`src/rtl/core/ipv4_header_receive_check_assert.svh`:
```
// ----------------------------------------------------------------------------
// IPv4 header receive check assertion macros
// Shorthand for clocked concurrent assertions used in the RTL.
// ----------------------------------------------------------------------------
`ifndef IPV4_HEADER_RECEIVE_CHECK_ASSERT_SVH
`define IPV4_HEADER_RECEIVE_CHECK_ASSERT_SVH

// Assertion checked only while reset is released.
`define IHRC_ASSERT(label, prop, msg) \
  label: assert property (@(posedge clk_i) disable iff (!rst_ni) prop) else $error(msg);

// Assertion checked at every clock edge, reset included.
`define IHRC_ASSERT_ALWAYS(label, prop, msg) \
  label: assert property (@(posedge clk_i) prop) else $error(msg);

`endif

```
`src/rtl/core/ihrc_pkg.sv`:
```
// ----------------------------------------------------------------------------
// IPv4 header receive check package
// Field widths, header byte offsets and verdict codes.
// ----------------------------------------------------------------------------
package ihrc_pkg;

  localparam int unsigned ByteW   = 8;
  localparam int unsigned CountW  = 16;
  localparam int unsigned SumW    = 20;
  localparam int unsigned AddrW   = 32;
  localparam int unsigned CsumW   = 16;
  localparam int unsigned InDataW = 8;
  localparam int unsigned OutDataW = 24;

  localparam logic [CountW-1:0] CountMax    = 16'hffff;
  localparam logic [CountW-1:0] HdrMinBytes = 16'd20;
  localparam logic [3:0]        IpVersion4  = 4'd4;
  localparam logic [3:0]        CsumWordIdx = 4'd5;

  // Header byte offsets.
  localparam logic [4:0] OffVerIhl    = 5'd0;
  localparam logic [4:0] OffTtl       = 5'd8;
  localparam logic [4:0] OffCsumHi    = 5'd10;
  localparam logic [4:0] OffCsumLo    = 5'd11;
  localparam logic [4:0] OffDestFirst = 5'd16;

  localparam logic [AddrW-1:0] LocalAddrReset = '0;

  typedef enum logic [2:0] {
    VERDICT_ACCEPT   = 3'd0,
    VERDICT_VERSION  = 3'd1,
    VERDICT_HDR_LEN  = 3'd2,
    VERDICT_TTL      = 3'd3,
    VERDICT_DEST     = 3'd4,
    VERDICT_CHECKSUM = 3'd5
  } verdict_e;

endpackage

```
`src/rtl/core/ipv4_header_receive_check.sv`:
```
// ----------------------------------------------------------------------------
// IPv4 header receive check
// Byte-stream IPv4 header parser giving one accept/reject verdict per packet.
// ----------------------------------------------------------------------------
// Usage:
//   s_axis_*  : one packet byte per transaction, tlast on the final byte.
//   m_axis_*  : one verdict transaction per packet, issued for the tlast byte.
//   cfg_wr_*  : local address register, write while the block is idle.
// Every accepted byte updates the running header state in the same cycle
// (capture, 16-bit word sum, saturating byte count). The tlast byte copies the
// final state into a snapshot register and clears the running state, so the
// next packet may start in the following cycle.
// Path: accepting the tlast byte loads the snapshot register; the check result
// on the snapshot then loads the output register once it is free, which
// raises m_axis_tvalid.
// Throughput: one byte per cycle while s_axis_tready is high; back-to-back
// packets of any length, one byte each included.
// Stall: the output register and the snapshot each hold one verdict; when
// both are full and m_axis_tready is low, s_axis_tready drops.
// Reset: all packet state and the snapshot and output valid flags are
// cleared, and the local address returns to zero.
// ----------------------------------------------------------------------------
`include "ipv4_header_receive_check_assert.svh"

module ipv4_header_receive_check (
  input  logic                             clk_i,
  input  logic                             rst_ni,
  // Local address register
  input  logic                             cfg_wr_en_i,
  input  logic [ihrc_pkg::AddrW-1:0]       cfg_wr_data_i,
  // Byte stream in
  input  logic                             s_axis_tvalid,
  output logic                             s_axis_tready,
  input  logic [ihrc_pkg::InDataW-1:0]     s_axis_tdata,   // [7:0] data_byte
  input  logic                             s_axis_tlast,   // last_byte
  // Verdict out
  output logic                             m_axis_tvalid,
  input  logic                             m_axis_tready,
  output logic [ihrc_pkg::OutDataW-1:0]    m_axis_tdata    // [2:0] verdict,
                                                           // [18:3] packet_length,
                                                           // [23:19] zero
);

  // Configuration
  logic [ihrc_pkg::AddrW-1:0]  local_addr_q;

  // Running packet state
  logic [ihrc_pkg::CountW-1:0] byte_count_q, byte_count_d;
  logic [ihrc_pkg::SumW-1:0]   word_sum_q, word_sum_d;
  logic [ihrc_pkg::ByteW-1:0]  held_byte_q, held_byte_d;
  logic [ihrc_pkg::ByteW-1:0]  ver_ihl_q, ver_ihl_d;
  logic [ihrc_pkg::ByteW-1:0]  ttl_q, ttl_d;
  logic [ihrc_pkg::AddrW-1:0]  dest_q, dest_d;
  logic [ihrc_pkg::CsumW-1:0]  csum_q, csum_d;

  // Snapshot of a finished packet
  logic                        snap_valid_q;
  logic [ihrc_pkg::CountW-1:0] snap_len_q;
  logic [ihrc_pkg::SumW-1:0]   snap_sum_q;
  logic [ihrc_pkg::ByteW-1:0]  snap_ver_ihl_q;
  logic [ihrc_pkg::ByteW-1:0]  snap_ttl_q;
  logic [ihrc_pkg::AddrW-1:0]  snap_dest_q;
  logic [ihrc_pkg::CsumW-1:0]  snap_csum_q;

  // Output register
  logic                        out_valid_q;
  ihrc_pkg::verdict_e          out_verdict_q, verdict_d;
  logic [ihrc_pkg::CountW-1:0] out_len_q;

  logic                        snap_adv;
  logic                        in_fire;
  logic [ihrc_pkg::ByteW-1:0]  in_byte;
  logic                        hdr_byte;
  logic [4:0]                  hdr_idx;

  assign in_byte  = s_axis_tdata;
  assign snap_adv = !out_valid_q || m_axis_tready;
  assign s_axis_tready = !snap_valid_q || snap_adv;
  assign in_fire  = s_axis_tvalid && s_axis_tready;
  assign hdr_byte = byte_count_q < ihrc_pkg::HdrMinBytes;
  assign hdr_idx  = byte_count_q[4:0];

  // --------------------------------------------------------------------------
  // Per-byte state update
  // --------------------------------------------------------------------------
  always_comb begin
    word_sum_d  = word_sum_q;
    held_byte_d = held_byte_q;
    ver_ihl_d   = ver_ihl_q;
    ttl_d       = ttl_q;
    dest_d      = dest_q;
    csum_d      = csum_q;
    if (hdr_byte) begin
      if (hdr_idx[0]) begin
        // Low byte completes a word; skip the checksum word itself.
        if (hdr_idx[4:1] != ihrc_pkg::CsumWordIdx) begin
          word_sum_d = word_sum_q + {4'b0, held_byte_q, in_byte};
        end
      end else begin
        held_byte_d = in_byte;
      end
      case (hdr_idx)
        ihrc_pkg::OffVerIhl: ver_ihl_d = in_byte;
        ihrc_pkg::OffTtl:    ttl_d     = in_byte;
        ihrc_pkg::OffCsumHi: csum_d    = {in_byte, csum_q[7:0]};
        ihrc_pkg::OffCsumLo: csum_d    = {csum_q[15:8], in_byte};
        default: begin
          // Destination arrives big-endian: shift it in.
          if (hdr_idx >= ihrc_pkg::OffDestFirst) begin
            dest_d = {dest_q[23:0], in_byte};
          end
        end
      endcase
    end
    byte_count_d = (byte_count_q == ihrc_pkg::CountMax) ? byte_count_q
                                                        : byte_count_q + 16'd1;
  end

  always_ff @(posedge clk_i or negedge rst_ni) begin
    if (!rst_ni) begin
      local_addr_q <= ihrc_pkg::LocalAddrReset;
      byte_count_q <= '0;
      word_sum_q   <= '0;
      held_byte_q  <= '0;
      ver_ihl_q    <= '0;
      ttl_q        <= '0;
      dest_q       <= '0;
      csum_q       <= '0;
      snap_valid_q <= 1'b0;
    end else begin
      if (cfg_wr_en_i) begin
        local_addr_q <= cfg_wr_data_i;
      end
      if (in_fire && s_axis_tlast) begin
        snap_valid_q <= 1'b1;
      end else if (snap_adv) begin
        snap_valid_q <= 1'b0;
      end
      if (in_fire) begin
        if (s_axis_tlast) begin
          // Clear for the next packet; the snapshot carries this one.
          byte_count_q <= '0;
          word_sum_q   <= '0;
          held_byte_q  <= '0;
          ver_ihl_q    <= '0;
          ttl_q        <= '0;
          dest_q       <= '0;
          csum_q       <= '0;
        end else begin
          byte_count_q <= byte_count_d;
          word_sum_q   <= word_sum_d;
          held_byte_q  <= held_byte_d;
          ver_ihl_q    <= ver_ihl_d;
          ttl_q        <= ttl_d;
          dest_q       <= dest_d;
          csum_q       <= csum_d;
        end
      end
    end
  end

  always_ff @(posedge clk_i) begin
    if (in_fire && s_axis_tlast) begin
      snap_len_q     <= byte_count_d;
      snap_sum_q     <= word_sum_d;
      snap_ver_ihl_q <= ver_ihl_d;
      snap_ttl_q     <= ttl_d;
      snap_dest_q    <= dest_d;
      snap_csum_q    <= csum_d;
    end
  end

  // --------------------------------------------------------------------------
  // Verdict logic on the snapshot
  // --------------------------------------------------------------------------
  logic [16:0]                 fold1;
  logic [15:0]                 fold2;
  logic [ihrc_pkg::CsumW-1:0]  calc_csum;
  logic [ihrc_pkg::CountW-1:0] hdr_len;
  logic                        dest_local;
  logic [ihrc_pkg::AddrW-1:0]  low_mask;

  always_comb begin
    // Two end-around folds bring a 20-bit sum into 16 bits.
    fold1     = {1'b0, snap_sum_q[15:0]} + {13'b0, snap_sum_q[19:16]};
    fold2     = fold1[15:0] + {15'b0, fold1[16]};
    calc_csum = ~fold2;
    hdr_len   = {10'b0, snap_ver_ihl_q[3:0], 2'b00};

    dest_local = (snap_dest_q == local_addr_q) || (snap_dest_q == '1);
    low_mask   = '0;
    for (int k = 1; k < 32; k++) begin
      low_mask = ~({ihrc_pkg::AddrW{1'b1}} << k);
      if ((local_addr_q & low_mask) == snap_dest_q) begin
        dest_local = 1'b1;
      end
    end

    if (snap_ver_ihl_q[7:4] != ihrc_pkg::IpVersion4) begin
      verdict_d = ihrc_pkg::VERDICT_VERSION;
    end else if (hdr_len < ihrc_pkg::HdrMinBytes || hdr_len > snap_len_q) begin
      verdict_d = ihrc_pkg::VERDICT_HDR_LEN;
    end else if (snap_ttl_q == '0) begin
      verdict_d = ihrc_pkg::VERDICT_TTL;
    end else if (!dest_local) begin
      verdict_d = ihrc_pkg::VERDICT_DEST;
    end else if (snap_csum_q != calc_csum) begin
      verdict_d = ihrc_pkg::VERDICT_CHECKSUM;
    end else begin
      verdict_d = ihrc_pkg::VERDICT_ACCEPT;
    end
  end

  always_ff @(posedge clk_i or negedge rst_ni) begin
    if (!rst_ni) begin
      out_valid_q <= 1'b0;
    end else if (snap_adv) begin
      out_valid_q <= snap_valid_q;
    end
  end

  always_ff @(posedge clk_i) begin
    if (snap_adv && snap_valid_q) begin
      out_verdict_q <= verdict_d;
      out_len_q     <= snap_len_q;
    end
  end

  assign m_axis_tvalid = out_valid_q;
  assign m_axis_tdata  = {5'b0, out_len_q, out_verdict_q};

  // --------------------------------------------------------------------------
  // Assertions
  // --------------------------------------------------------------------------
  `IHRC_ASSERT(a_last_clears_count, in_fire && s_axis_tlast |=> byte_count_q == '0, "byte count not cleared after last byte")
  `IHRC_ASSERT(a_count_advances, in_fire && !s_axis_tlast && byte_count_q != ihrc_pkg::CountMax |=> byte_count_q == $past(byte_count_q) + 16'd1, "byte count did not advance")
  `IHRC_ASSERT(a_snap_moves_out, snap_valid_q && snap_adv |=> out_valid_q, "snapshot lost on the way to the output")
  `IHRC_ASSERT(a_accept_min_len, out_valid_q && out_verdict_q == ihrc_pkg::VERDICT_ACCEPT |-> out_len_q >= ihrc_pkg::HdrMinBytes, "accepted packet shorter than a header")
  `IHRC_ASSERT_ALWAYS(a_reset_idle, !rst_ni |-> !m_axis_tvalid, "output valid during reset")

endmodule
```
`config.mk`:
```
export PLATFORM = sky130hd
export DESIGN_NAME = ipv4_header_receive_check
export DESIGN_NICKNAME = d
export VERILOG_FILES = /design/src/rtl/core/ihrc_pkg.sv /design/src/rtl/core/ipv4_header_receive_check.sv
export VERILOG_INCLUDE_DIRS = /design/src /design/src/rtl/core
export SDC_FILE = /design/constraint.sdc
export NUM_CORES = 1
export LEC_CHECK = 0
export BUFFER_PORTS_ARGS = -buffer_cell sky130_fd_sc_hd__buf_4
export CAP_MARGIN = 5
export CORE_UTILIZATION = 40
export DETAILED_ROUTE_END_ITERATION = 16
export PLACE_DENSITY = 0.64
export SYNTH_ARGS = -nofsm -noshare
export SYNTH_HDL_FRONTEND = slang
export SYNTH_SLANG_ARGS = --single-unit
export TNS_END_PERCENT = 5
```
`constraint.sdc`:
```
create_clock -name clk_i -period 12.45 [get_ports clk_i]
set_input_delay 0 -clock clk_i [delete_from_list [all_inputs] [get_ports clk_i]]
set_output_delay 0 -clock clk_i [all_outputs]
set_load 0.05 [all_outputs]
```
==> impl_metrics.json, run 1 <==
{
  "setup_tns_ns": 0,
  "timing.rr.start": "snap_sum_q[0]",
  "setup.worst_path.start_class": "flop",
  "grt_pass1_vias": 9289,
  "via_per_inst": 5.52,
  "firstDrtPassIters": 5,
  "fillCellCount": 2914,
  "cts.sink_count": 261,
  "cts-root-buf": "clkbuf_16",
  "antenna_found_initial": 2,
  "status": "finished, final reports clean",
  "synth_top_family_by_area": "compound AO/OA/AOI/OAI gates",
  "synthAdderAreaFrac": 0.0304,
  "synth_ff_type": "dfrtp_1",
  "cts_made_buffers": 28,
  "finalWeightedCongestion": 0.873,
  "drt_first_iter_violations": 589,
  "clk_pin_slew_ns": 0.06,
  "hold_path.class": "in2reg",
  "grt_setup_unrepaired": "false",
  "final_common_cell": "dfrtp_1",
  "antenna_cells": 0,
  "final_cell_mix": "142 x dfrtp_1, 119 x edfxtp_1, 106 x nand2_1",
  "cts_tree": "yes",
  "synth_area_um2": 13300,
  "fin_skew_ns": 0.0110,
  "ys_async_sr_fraction": 0.544,
  "r2r_cells": 16,
  "critPathKind": "reg2reg",
  "setup_viol": 0,
  "hold-worst-slack_ns": 0.0288,
  "dieArea_um2": 33900,
  "critPathCaptureType": "flop",
  "critPathMaxFanout": 5,
  "drc": 0,
  "synth_edf_count": 119,
  "yosys.area_share.simple": 0.125,
  "yosysSeqAreaShare": 0.537,
  "clockBufferDepth": 3,
  "synth_cell_types": 79,
  "netlist_instances": 1143,
  "wirelength_um": 31200,
  "rr_endpoint": "out_verdict_q[2]",
  "ant_nets": 0,
  "grt_max_degree": 78,
  "cts-resized-gates": 0,
  "power.total_uw": 2280,
  "wire_per_inst_um": 18.3,
  "synth_compound_area_frac": 0.157,
  "die_w_um": 184,
  "num-nets-final": 1319,
  "cap_viol_max_count": 0,
  "rrSetupSlack_ns": 8.22,
  "die_h_um": 184,
  "finalCritPeriodShare": 0.340,
  "synth-seq-cells": 261,
  "hold_viol": 0,
  "holdPathStages": 2,
  "synth_xor_area_frac": 0.0539,
  "hold_path.startpoint": "cfg_wr_en_i",
  "min_period_ns": 4.23,
  "ys.warnings.count": 0,
  "drv_slew": 0,
  "drive_gt1_frac": 0.167,
  "clkLatencyLatePin_ns": 0.53,
  "synth.avg_cell_area_um2": 11.6,
  "initial_core_util": 0.408,
  "hold_buffers": 56,
  "leakagePower_uw": 0.00642,
  "hpwlAfterDp_um": 20100,
  "worst_slew_pin_slew_ns": 1.04,
  "h-tree-depth": 1,
  "areaGrowthSynthToFinish_pct": 17.9,
  "vias": 9411,
  "max_slew_margin": 0.309,
  "portBuffers": 66,
  "grt_usage": 0.186,
  "crit_required_ns": 12.71,
  "synthMuxAreaShare": 0.0660,
  "overflow": 0,
  "arrival_ns": 4.49,
  "grt_pass1_wl_um": 49600,
  "min_to": "local_addr_q[12]",
  "post_cts_buffers": 0,
  "worst_ir_drop_vdd_uv": 87.3,
  "core_um2": 32500,
  "powerDensity_nw_per_um2": 146,
  "ios": 72,
  "placementRows": 66,
  "fmax_mhz": 236
}
==> worst max path at each step <==
| stage | depth (start not counted) | to | start |
|---|---|---|---|
| floorplan | 5 | snap_csum_q[0] | m_axis_tvalid |
| global placement | 16 | out_verdict_q[0] | snap_sum_q[0] |
| detailed placement | 16 | out_verdict_q[2] | snap_sum_q[0] |
| CTS | 16 | out_verdict_q[2] | snap_sum_q[0] |
| global route | 16 | out_verdict_q[2] | snap_sum_q[0] |
| finish | 16 | out_verdict_q[2] | snap_sum_q[0] |
==> cells by family (layout without fill, tap and decap cells) <==
kind of cell,count (synthesis),count (layout)
multiplexers,78,78
buffers and inverters,91,208
AND/OR/NAND/NOR,323,323
XOR/XNOR,80,80
other,1,5
AO/OA/AOI/OAI,278,278
flip-flops,261,261
adder cells (fa/ha/maj),31,31
==> routing by layer <==
layer,GRT usage,share of wire,vias to the layer above
li1,-,-,4486
met1,0.257,0.47,4697
met2,0.316,0.47,187
met3,0.0214,0.038,41
met4,0.0343,0.016,0
met5,0,0,-
==> power breakdown <==
group / switching [uW] / internal, uW
clock: 334 / 542
combinational: 219 / 156
sequential: 53.9 / 972
total: 606 / 1670
==> synth_stat cells (all sizes together), types with 4 or more instances <==
library cell | instances | share of area
a21oi | 26 | 0.0098
and2 | 9 | 0.0043
o21ai | 59 | 0.022
or4b | 4 | 0.0033
mux2 | 75 | 0.064
buf | 15 | 0.0067
nand4b | 4 | 0.0026
a21o | 11 | 0.0063
o31ai | 7 | 0.0040
o221ai | 5 | 0.0033
and3 | 19 | 0.0091
or3 | 8 | 0.0038
a211o | 4 | 0.0029
dfrtp | 142 | 0.27
nor2b | 7 | 0.0033
nor3 | 19 | 0.0075
inv | 27 | 0.0076
o2111ai | 4 | 0.0026
a2111oi | 5 | 0.0052
clkbuf | 48 | 0.016
nand4 | 19 | 0.0090
a22o | 96 | 0.063
a31oi | 12 | 0.0057
a211oi | 7 | 0.0040
a311oi | 4 | 0.0026
nand3 | 26 | 0.0098
xnor2 | 51 | 0.034
nor3b | 4 | 0.0023
xor2 | 28 | 0.018
nand2b | 21 | 0.0099
nor4 | 18 | 0.0085
edfxtp | 119 | 0.27
nand2 | 107 | 0.030
a22oi | 12 | 0.0068
nor2 | 45 | 0.013
nor4b | 4 | 0.0026
ha | 29 | 0.027
==> area by class of cell <==
cell class              count  area [um^2]  area share
clock buffers              40          787      0.0504
clock inverters            12          185      0.0118
inverters                  28          105     0.00672
multi-input cells         795         5770       0.369
flip-flops and latches    261         7130       0.456
repair buffers            128         1100      0.0707
well taps                 442          553      0.0354
==> sequential cells by signal (all words and copies together) (netlist names) <==
name / count
m_axis_tvalid: 1
ver_ihl_q: 8
word_sum_q: 20
snap_csum_q: 16
byte_count_q: 16
out_verdict_q: 3
snap_len_q: 16
snap_ttl_q: 8
held_byte_q: 8
out_len_q: 16
csum_q: 16
snap_sum_q: 20
snap_ver_ihl_q: 8
ttl_q: 8
dest_q: 32
local_addr_q: 32
snap_dest_q: 32
snap_valid_q: 1
==> critical path, cell delays in order (launching register included) <==
cell	delay [ns]
edfxtp_1	0.37
ha_1	0.26
fa_1	0.45
a211oi_1	0.50
nor2_1	0.16
nand2_1	0.13
nor2_1	0.07
and3_1	0.17
ha_1	0.20
and3_1	0.20
nand2_1	0.17
a221oi_2	0.08
nor2b_1	0.17
a211o_2	0.30
a21o_2	0.22
a2111oi_2	0.37
a31oi_1	0.15
==> metrics by stage <==
step                      instances  utilization  cell area (um^2)  setup WS (ns)
final                          1706        0.480             15600           8.22
after global routing           1706        0.480             15600           7.92
after CTS                      1706        0.480             15600           8.20
after detailed placement       1598        0.433             14100           8.24
after global placement         1598        0.433             14100           8.31
after floorplan                1147            -             13300           5.88
Power figures use the tool's default switching activity.
==> inputs of run 2 (changes only) <==
==> constraint.sdc (replaced) <==
create_clock -name clk_i -period 4.4 [get_ports clk_i]
set_input_delay 0 -clock clk_i [delete_from_list [all_inputs] [get_ports clk_i]]
set_output_delay 0 -clock clk_i [all_outputs]
set_load 0.05 [all_outputs]
==> run 2 against run 1 <==
Clock skew shrank 0.0018 ns. Sequential power grew to 2.8 times the previous value. Critical path depth is the same. Critical endpoint is now out_verdict_q[0]. Maximum frequency grew 5.1%. First-iteration DRC count grew 2.9%. Flip-flop and latch count is the same. Largest cell class unchanged. Cell area grew 2.1%. Critical path type unchanged. Core utilization grew 1.0 points. Largest power group unchanged. Register-to-register slack lost 7.8 ns. Global-route usage grew 0.19 points. Clock power grew to 2.9 times the previous value. Sequential share of layout area shrank 0.94 points.
==> impl_metrics.json, run 2 (synthesis gave the netlist of run 1 again) <==
{
  "grt_pass1_vias": 9615,
  "wire_per_inst_um": 18.1,
  "finalWeightedCongestion": 0.849,
  "worst_slew_pin_slew_ns": 1.00,
  "core_um2": 32500,
  "clockBufferDepth": 3,
  "cts_tree": "yes",
  "wl_met3_um": 1340,
  "setup_tns_ns": 0,
  "fillCellCount": 2898,
  "die_h_um": 184,
  "setup_viol": 0,
  "crit_required_ns": 4.69,
  "finalCritPeriodShare": 0.915,
  "drc": 0,
  "antenna_cells": 0,
  "overflow": 0,
  "num-nets-final": 1349,
  "powerDensity_nw_per_um2": 408,
  "grt_max_degree": 101,
  "clk_pin_slew_ns": 0.07,
  "status": "finished, final reports clean",
  "critPathMaxFanout": 4,
  "via_per_inst": 5.52,
  "top_regs": "dest_q: 32 flops, local_addr_q: 32 flops, snap_dest_q: 32 flops",
  "cts.sink_count": 261,
  "grt_usage": 0.188,
  "cap_viol_max_count": 0,
  "critPathCaptureType": "flop",
  "fmax_mhz": 248,
  "vias": 9591,
  "max_slew_margin": 0.333,
  "leakagePower_uw": 0.00655,
  "h-tree-depth": 1,
  "cts-root-buf": "clkbuf_16",
  "hold-worst-slack_ns": 0.0252,
  "wirelength_um": 31500,
  "min_period_ns": 4.03,
  "grt_pass1_wl_um": 50100,
  "hold_viol": 0,
  "final_common_cell": "dfrtp_1",
  "drv_slew": 0,
  "arrival_ns": 4.32,
  "clkLatencyLatePin_ns": 0.56,
  "critPathKind": "reg2reg",
  "final_cell_mix": "142 x dfrtp_1, 119 x edfxtp_1, 106 x nand2_1",
  "ant_nets": 0,
  "cts_made_buffers": 28,
  "wl_met1_um": 14600,
  "wl_met2_um": 14800,
  "setup.worst_path.start_class": "flop",
  "highest_layer": "met4",
  "die_w_um": 184,
  "hold_path.class": "in2async",
  "areaGrowthSynthToFinish_pct": 20.3,
  "portBuffers": 66,
  "antenna_found_initial": 3,
  "drive_gt1_frac": 0.170,
  "drt_first_iter_violations": 606,
  "placementRows": 66,
  "ios": 72,
  "worst_ir_drop_vdd_uv": 362,
  "fin_skew_ns": 0.00917,
  "hpwlAfterDp_um": 19700,
  "initial_core_util": 0.408,
  "dieArea_um2": 33900,
  "firstDrtPassIters": 5,
  "grt_setup_unrepaired": "false",
  "post_cts_buffers": 0
}
## run 2: changes by cell type in the layout (fill, tap and decap cells not counted)
cell	delta
buf_12	+2
buf_4	+1
clkbuf_1	-3
clkbuf_8	-2
clkinv_1	-2
clkinv_2	+1
clkinv_4	+2
clkinvlp_4	+4
dlygate4sd3_1	+27
nor3b_1	-1
nor3b_2	+1
## run 2: what timing repair did
action,CTS,global route
hold endpoints to repair,186,0
hold buffers,83,0
resized for setup,0,1
endpoints found under the setup margin,0,2
## run 2: critical path, cell delays in order, from the launching register on
cell	delay, ns
edfxtp_1	0.37
ha_1	0.26
fa_1	0.47
a211oi_1	0.33
nor2_1	0.14
nand2_1	0.12
nor2_1	0.07
and3_1	0.17
ha_1	0.21
and3_1	0.20
nand2_1	0.18
a221oi_2	0.09
nor2b_1	0.17
a211o_2	0.30
a21o_2	0.21
a2111oi_2	0.35
a31oi_1	0.14
## run 2: final timing paths
check,from,to,slack [ns],cells past startpoint
worst max register to register,snap_sum_q[0],out_verdict_q[0],0.37,16
worst max-delay path,snap_sum_q[0],out_verdict_q[0],0.37,16
worst min-delay path,rst_ni,local_addr_q[23],0.03,2
min in group clk_i,m_axis_tready,m_axis_tvalid,0.29,4
worst min register to register,snap_len_q[7],out_len_q[7],0.45,0
max in group asynchronous,rst_ni,csum_q[2],3.32,3
## run 2: final cells by class
cell class,instances,area [um^2],area share
tap,442,553,0.0347
timing repair buffer,158,1420,0.0891
multi-input combinational,795,5770,0.362
clock buffer,35,748,0.0469
sequential,261,7130,0.447
inverter,28,105,0.00659
clock inverter,17,230,0.0144
## run 2: routing by layer
metal,vias to the layer above,track usage
met4,0,0.0503
met1,4789,0.251
met5,-,0
met2,203,0.317
met3,51,0.0281
li1,4548,-
## run 2: power breakdown
| group | internal [uW] | leakage (uW) | switching (uW) | total (uW) |
|---|---|---|---|---|
| Sequential | 2750 | 0.00302 | 151 | 2900 |
| Combinational | 479 | 0.00306 | 628 | 1110 |
| Clock | 1510 | 0.000466 | 992 | 2500 |
## run 2: per-stage QoR
| stage | setup slack (ns) | total power (uW) | std cells | util | area (um^2) |
|---|---|---|---|---|---|
| after floorplan | 0.604 | 3670 | 1147 | - | 13300 |
| after global placement | 0.466 | 3950 | 1601 | 0.435 | 14100 |
| after detailed placement | 0.396 | 3960 | 1601 | 0.435 | 14100 |
| after CTS | 0.390 | 6560 | 1736 | 0.490 | 16000 |
| after global routing | 0.0469 | 6790 | 1736 | 0.490 | 16000 |
| final | 0.374 | 6500 | 1736 | 0.490 | 16000 |
==> inputs of run 3 (changes only) <==
--- a/config.mk
+++ b/config.mk
@@ -6,6 +6,7 @@
 export SDC_FILE = /design/constraint.sdc
 export NUM_CORES = 1
 export LEC_CHECK = 0
+export ABC_AREA = 1
 export BUFFER_PORTS_ARGS = -buffer_cell sky130_fd_sc_hd__buf_4
 export CAP_MARGIN = 5
 export CORE_UTILIZATION = 40
==> run 3 against run 2 <==
Count of clock-buffer cells in the layout grew 5. Sequential share of layout area shrank 0.47 points. Critical path depth grew 8. Register-to-register slack gained 0.16 ns. Wire length shrank 1.4%. Cell count grew 20%. Hold slack lost 0.0090 ns. Global-route usage shrank 0.16 points. Cell area grew 1.1%. Via count grew 8.8%. Flip-flop and latch count is the same. Clock power shrank 2%. Largest power group unchanged. Highest routed layer unchanged.
==> impl_metrics.json, run 3 <==
{
  "status": "finished, final reports clean",
  "drt_first_iter_violations": 761,
  "ios": 72,
  "cts-resized-gates": 0,
  "synth_cell_types": 60,
  "power.total_uw": 6290,
  "fillCellCount": 3073,
  "ys.warnings.count": 0,
  "setup.worst_path.start_class": "flop",
  "ys_async_sr_fraction": 0.544,
  "synthAdderAreaFrac": 0.0302,
  "die_h_um": 185,
  "synth_ff_type": "dfrtp_1",
  "wl_met1_um": 14300,
  "path_common_cell": "nand2_1",
  "grt_max_degree": 72,
  "critPathCaptureType": "flop",
  "wl_met2_um": 14300,
  "synth.top_cell.area_share": 0.268,
  "vias": 10400,
  "placementRows": 66,
  "utilization": 0.493,
  "final_common_cell": "nand2_1",
  "synthMuxAreaShare": 0.0126,
  "slowest_stage": "a2111oi_0",
  "grt_pass1_vias": 10100,
  "crit_path_end": "out_verdict_q[0]",
  "cts_tree": "yes",
  "top_regs": "dest_q: 32 flops, local_addr_q: 32 flops, snap_dest_q: 32 flops",
  "worst_ir_drop_vdd_uv": 334,
  "synth.avg_cell_area_um2": 9.07,
  "synth_xor_area_frac": 0.0282,
  "synth_most_common_cell": "nand2_1",
  "wire_per_inst_um": 14.9,
  "worstPathCellList": "ha_1 -> nand2_1 -> nor2_1 -> nand3_1 -> a2111oi_0 -> ha_1 -> ha_1 -> inv_1 -> nor2_2 -> nand3_1 -> nor2_2 -> nand3_4 -> nor2_4 -> nand3_2 -> o21bai_1 -> nand2_1 -> inv_1 -> nand2_1 -> nor2_2 -> nand2_1 -> nand2_1 -> nand2_1 -> nand2_1 -> nand2_1",
  "rrSetupSlack_ns": 0.53,
  "drc": 0,
  "cp_num_buf_inv": 2,
  "h-tree-depth": 1,
  "fmax_mhz": 259,
  "critPathKind": "reg2reg",
  "min_period_ns": 3.87,
  "hold_viol": 0,
  "die_w_um": 185,
  "final_cell_mix": "308 x nand2_1, 245 x inv_1, 142 x dfrtp_1",
  "timing.rr.start": "snap_sum_q[2]",
  "cap_viol_max_count": 0,
  "setup_tns_ns": 0,
  "clk_pin_slew_ns": 0.06,
  "crit_required_ns": 4.67,
  "cpPeakStageDelay_ns": 0.48,
  "yosysSeqAreaShare": 0.534,
  "initial_core_util": 0.408,
  "setup_viol": 0,
  "synth_top_family_by_area": "simple AND/OR/NAND/NOR gates",
  "cp_top_family": "simple AND/OR/NAND/NOR gates",
  "netlist_instances": 1472,
  "portBuffers": 66,
  "core_um2": 32700,
  "dp_cells": 1950,
  "hold_path.class": "in2reg",
  "cts.sink_count": 261,
  "hold_buffers": 82,
  "arrival_ns": 4.13,
  "powerDensity_nw_per_um2": 390,
  "finalWeightedCongestion": 0.868,
  "highest_layer": "met4",
  "clkLatencyLatePin_ns": 0.56,
  "antenna_found_initial": 0,
  "yosys-top-cells-area": "edfxtp_1 27%, dfrtp_1 27%, nand2_1 8.7%",
  "r2r_cells": 24,
  "areaGrowthSynthToFinish_pct": 20.8,
  "cts_made_buffers": 29,
  "dieArea_um2": 34100,
  "leakagePower_uw": 0.00728,
  "wl_met3_um": 1830,
  "via_per_inst": 5.00,
  "ant_nets": 0,
  "drive_gt1_frac": 0.119,
  "grt_setup_unrepaired": "false",
  "synth-seq-cells": 261,
  "grt_pass1_wl_um": 50700,
  "yosys.area_share.simple": 0.185,
  "fin_skew_ns": 0.0187,
  "hpwlAfterDp_um": 21200,
  "overflow": 0,
  "synth_edf_count": 119,
  "firstDrtPassIters": 5,
  "cp.depth": 24,
  "critPathMaxFanout": 8,
  "drv_slew": 0,
  "cts-root-buf": "clkbuf_16",
  "max_slew_margin": 0.280,
  "layout.cells.non_filler": 2085,
  "antenna_cells": 0,
  "num-nets-final": 1698,
  "grt_usage": 0.186,
  "clockBufferDepth": 3,
  "finalCritPeriodShare": 0.879,
  "synth_area_um2": 13400,
  "yosysTopAreaCell": "edfxtp_1",
  "rr_endpoint": "out_verdict_q[0]",
  "synth_common_cells": "308 x nand2_1, 245 x inv_1, 142 x dfrtp_1, 119 x edfxtp_1, 113 x o21ai_0",
  "post_cts_buffers": 0,
  "worst_slew_pin_slew_ns": 1.08,
  "wirelength_um": 31000,
  "synth_compound_area_frac": 0.122,
  "crit_path_start": "snap_sum_q[2]"
}
==> run 3: cell count changes in the layout (fill, tap and decap cells not counted), sizes merged, moves of 59 or more <==
cell,change
mux2,-61
o22ai,+59
nand2,+214
inv,+230
o21ai,+78
a22o,-79
==> run 3: report_power, final <==
group / total (uW) / internal (uW) / leakage [uW] / switching (uW)
registers: 2820 / 2730 / 0.00304 / 97.6
logic: 1010 / 377 / 0.00378 / 635
clock network: 2450 / 1460 / 0.000470 / 996
total: 6290 / 4560 / 0.00728 / 1730
==> run 3: worst min path at each step <==
stage | from | to | slack, ns | cells past startpoint
global placement | rst_ni | byte_count_q[10] | -0.006 | 1
floorplan | rst_ni | byte_count_q[0] | -0.30 | 0
CTS | cfg_wr_en_i | local_addr_q[20] | 0.0005 | 2
finish | cfg_wr_en_i | local_addr_q[20] | 0.02 | 2
global route | cfg_wr_en_i | local_addr_q[20] | 0.03 | 2
detailed placement | rst_ni | byte_count_q[9] | -0.003 | 1
==> run 3: final cells by class <==
type | instances | area (um^2) | share of cell area
clock buffers | 40 | 797 | 0.0494
repair buffers | 159 | 1420 | 0.0881
inverters | 258 | 970 | 0.0601
well taps | 442 | 553 | 0.0343
multi-input cells | 912 | 5090 | 0.315
clock inverters | 13 | 175 | 0.0109
flip-flops and latches | 261 | 7130 | 0.442
==> run 3: layer usage <==
| layer | vias to the layer above | track usage |
|---|---|---|
| li1 | 5211 | - |
| met1 | 4940 | 0.259 |
| met2 | 239 | 0.304 |
| met3 | 45 | 0.0290 |
| met4 | 0 | 0.0460 |
| met5 | - | 0 |
==> run 3: cell families after synthesis <==
family                   Yosys count
other                              1
buffers and inverters            303
AO/OA/AOI/OAI                    278
adder cells (fa/ha/maj)           31
multiplexers                      15
flip-flops                       261
AND/OR/NAND/NOR                  540
XOR/XNOR                          43
==> run 3: metrics by stage <==
| step | setup slack (ns) | hold slack [ns] | area [um^2] |
|---|---|---|---|
| floorplan | 0.782 | -0.296 | 13400 |
| global placement | 0.621 | -0.00639 | 14300 |
| detailed placement | 0.548 | -0.00336 | 14300 |
| CTS | 0.529 | 0.000525 | 16100 |
| global route | 0.0581 | 0.0345 | 16100 |
| finish | 0.534 | 0.0162 | 16100 |
==> run 3: worst reg2reg max path, delay by kind of cell (launching register included) <==
kind                       cells  cell delay [ns]
buffers and inverters          2             0.10
and+or+nand+nor               17             1.64
AOI/OAI and AO/OA              2             0.62
adders and majority gates      3             0.85
DFF                            1             0.36
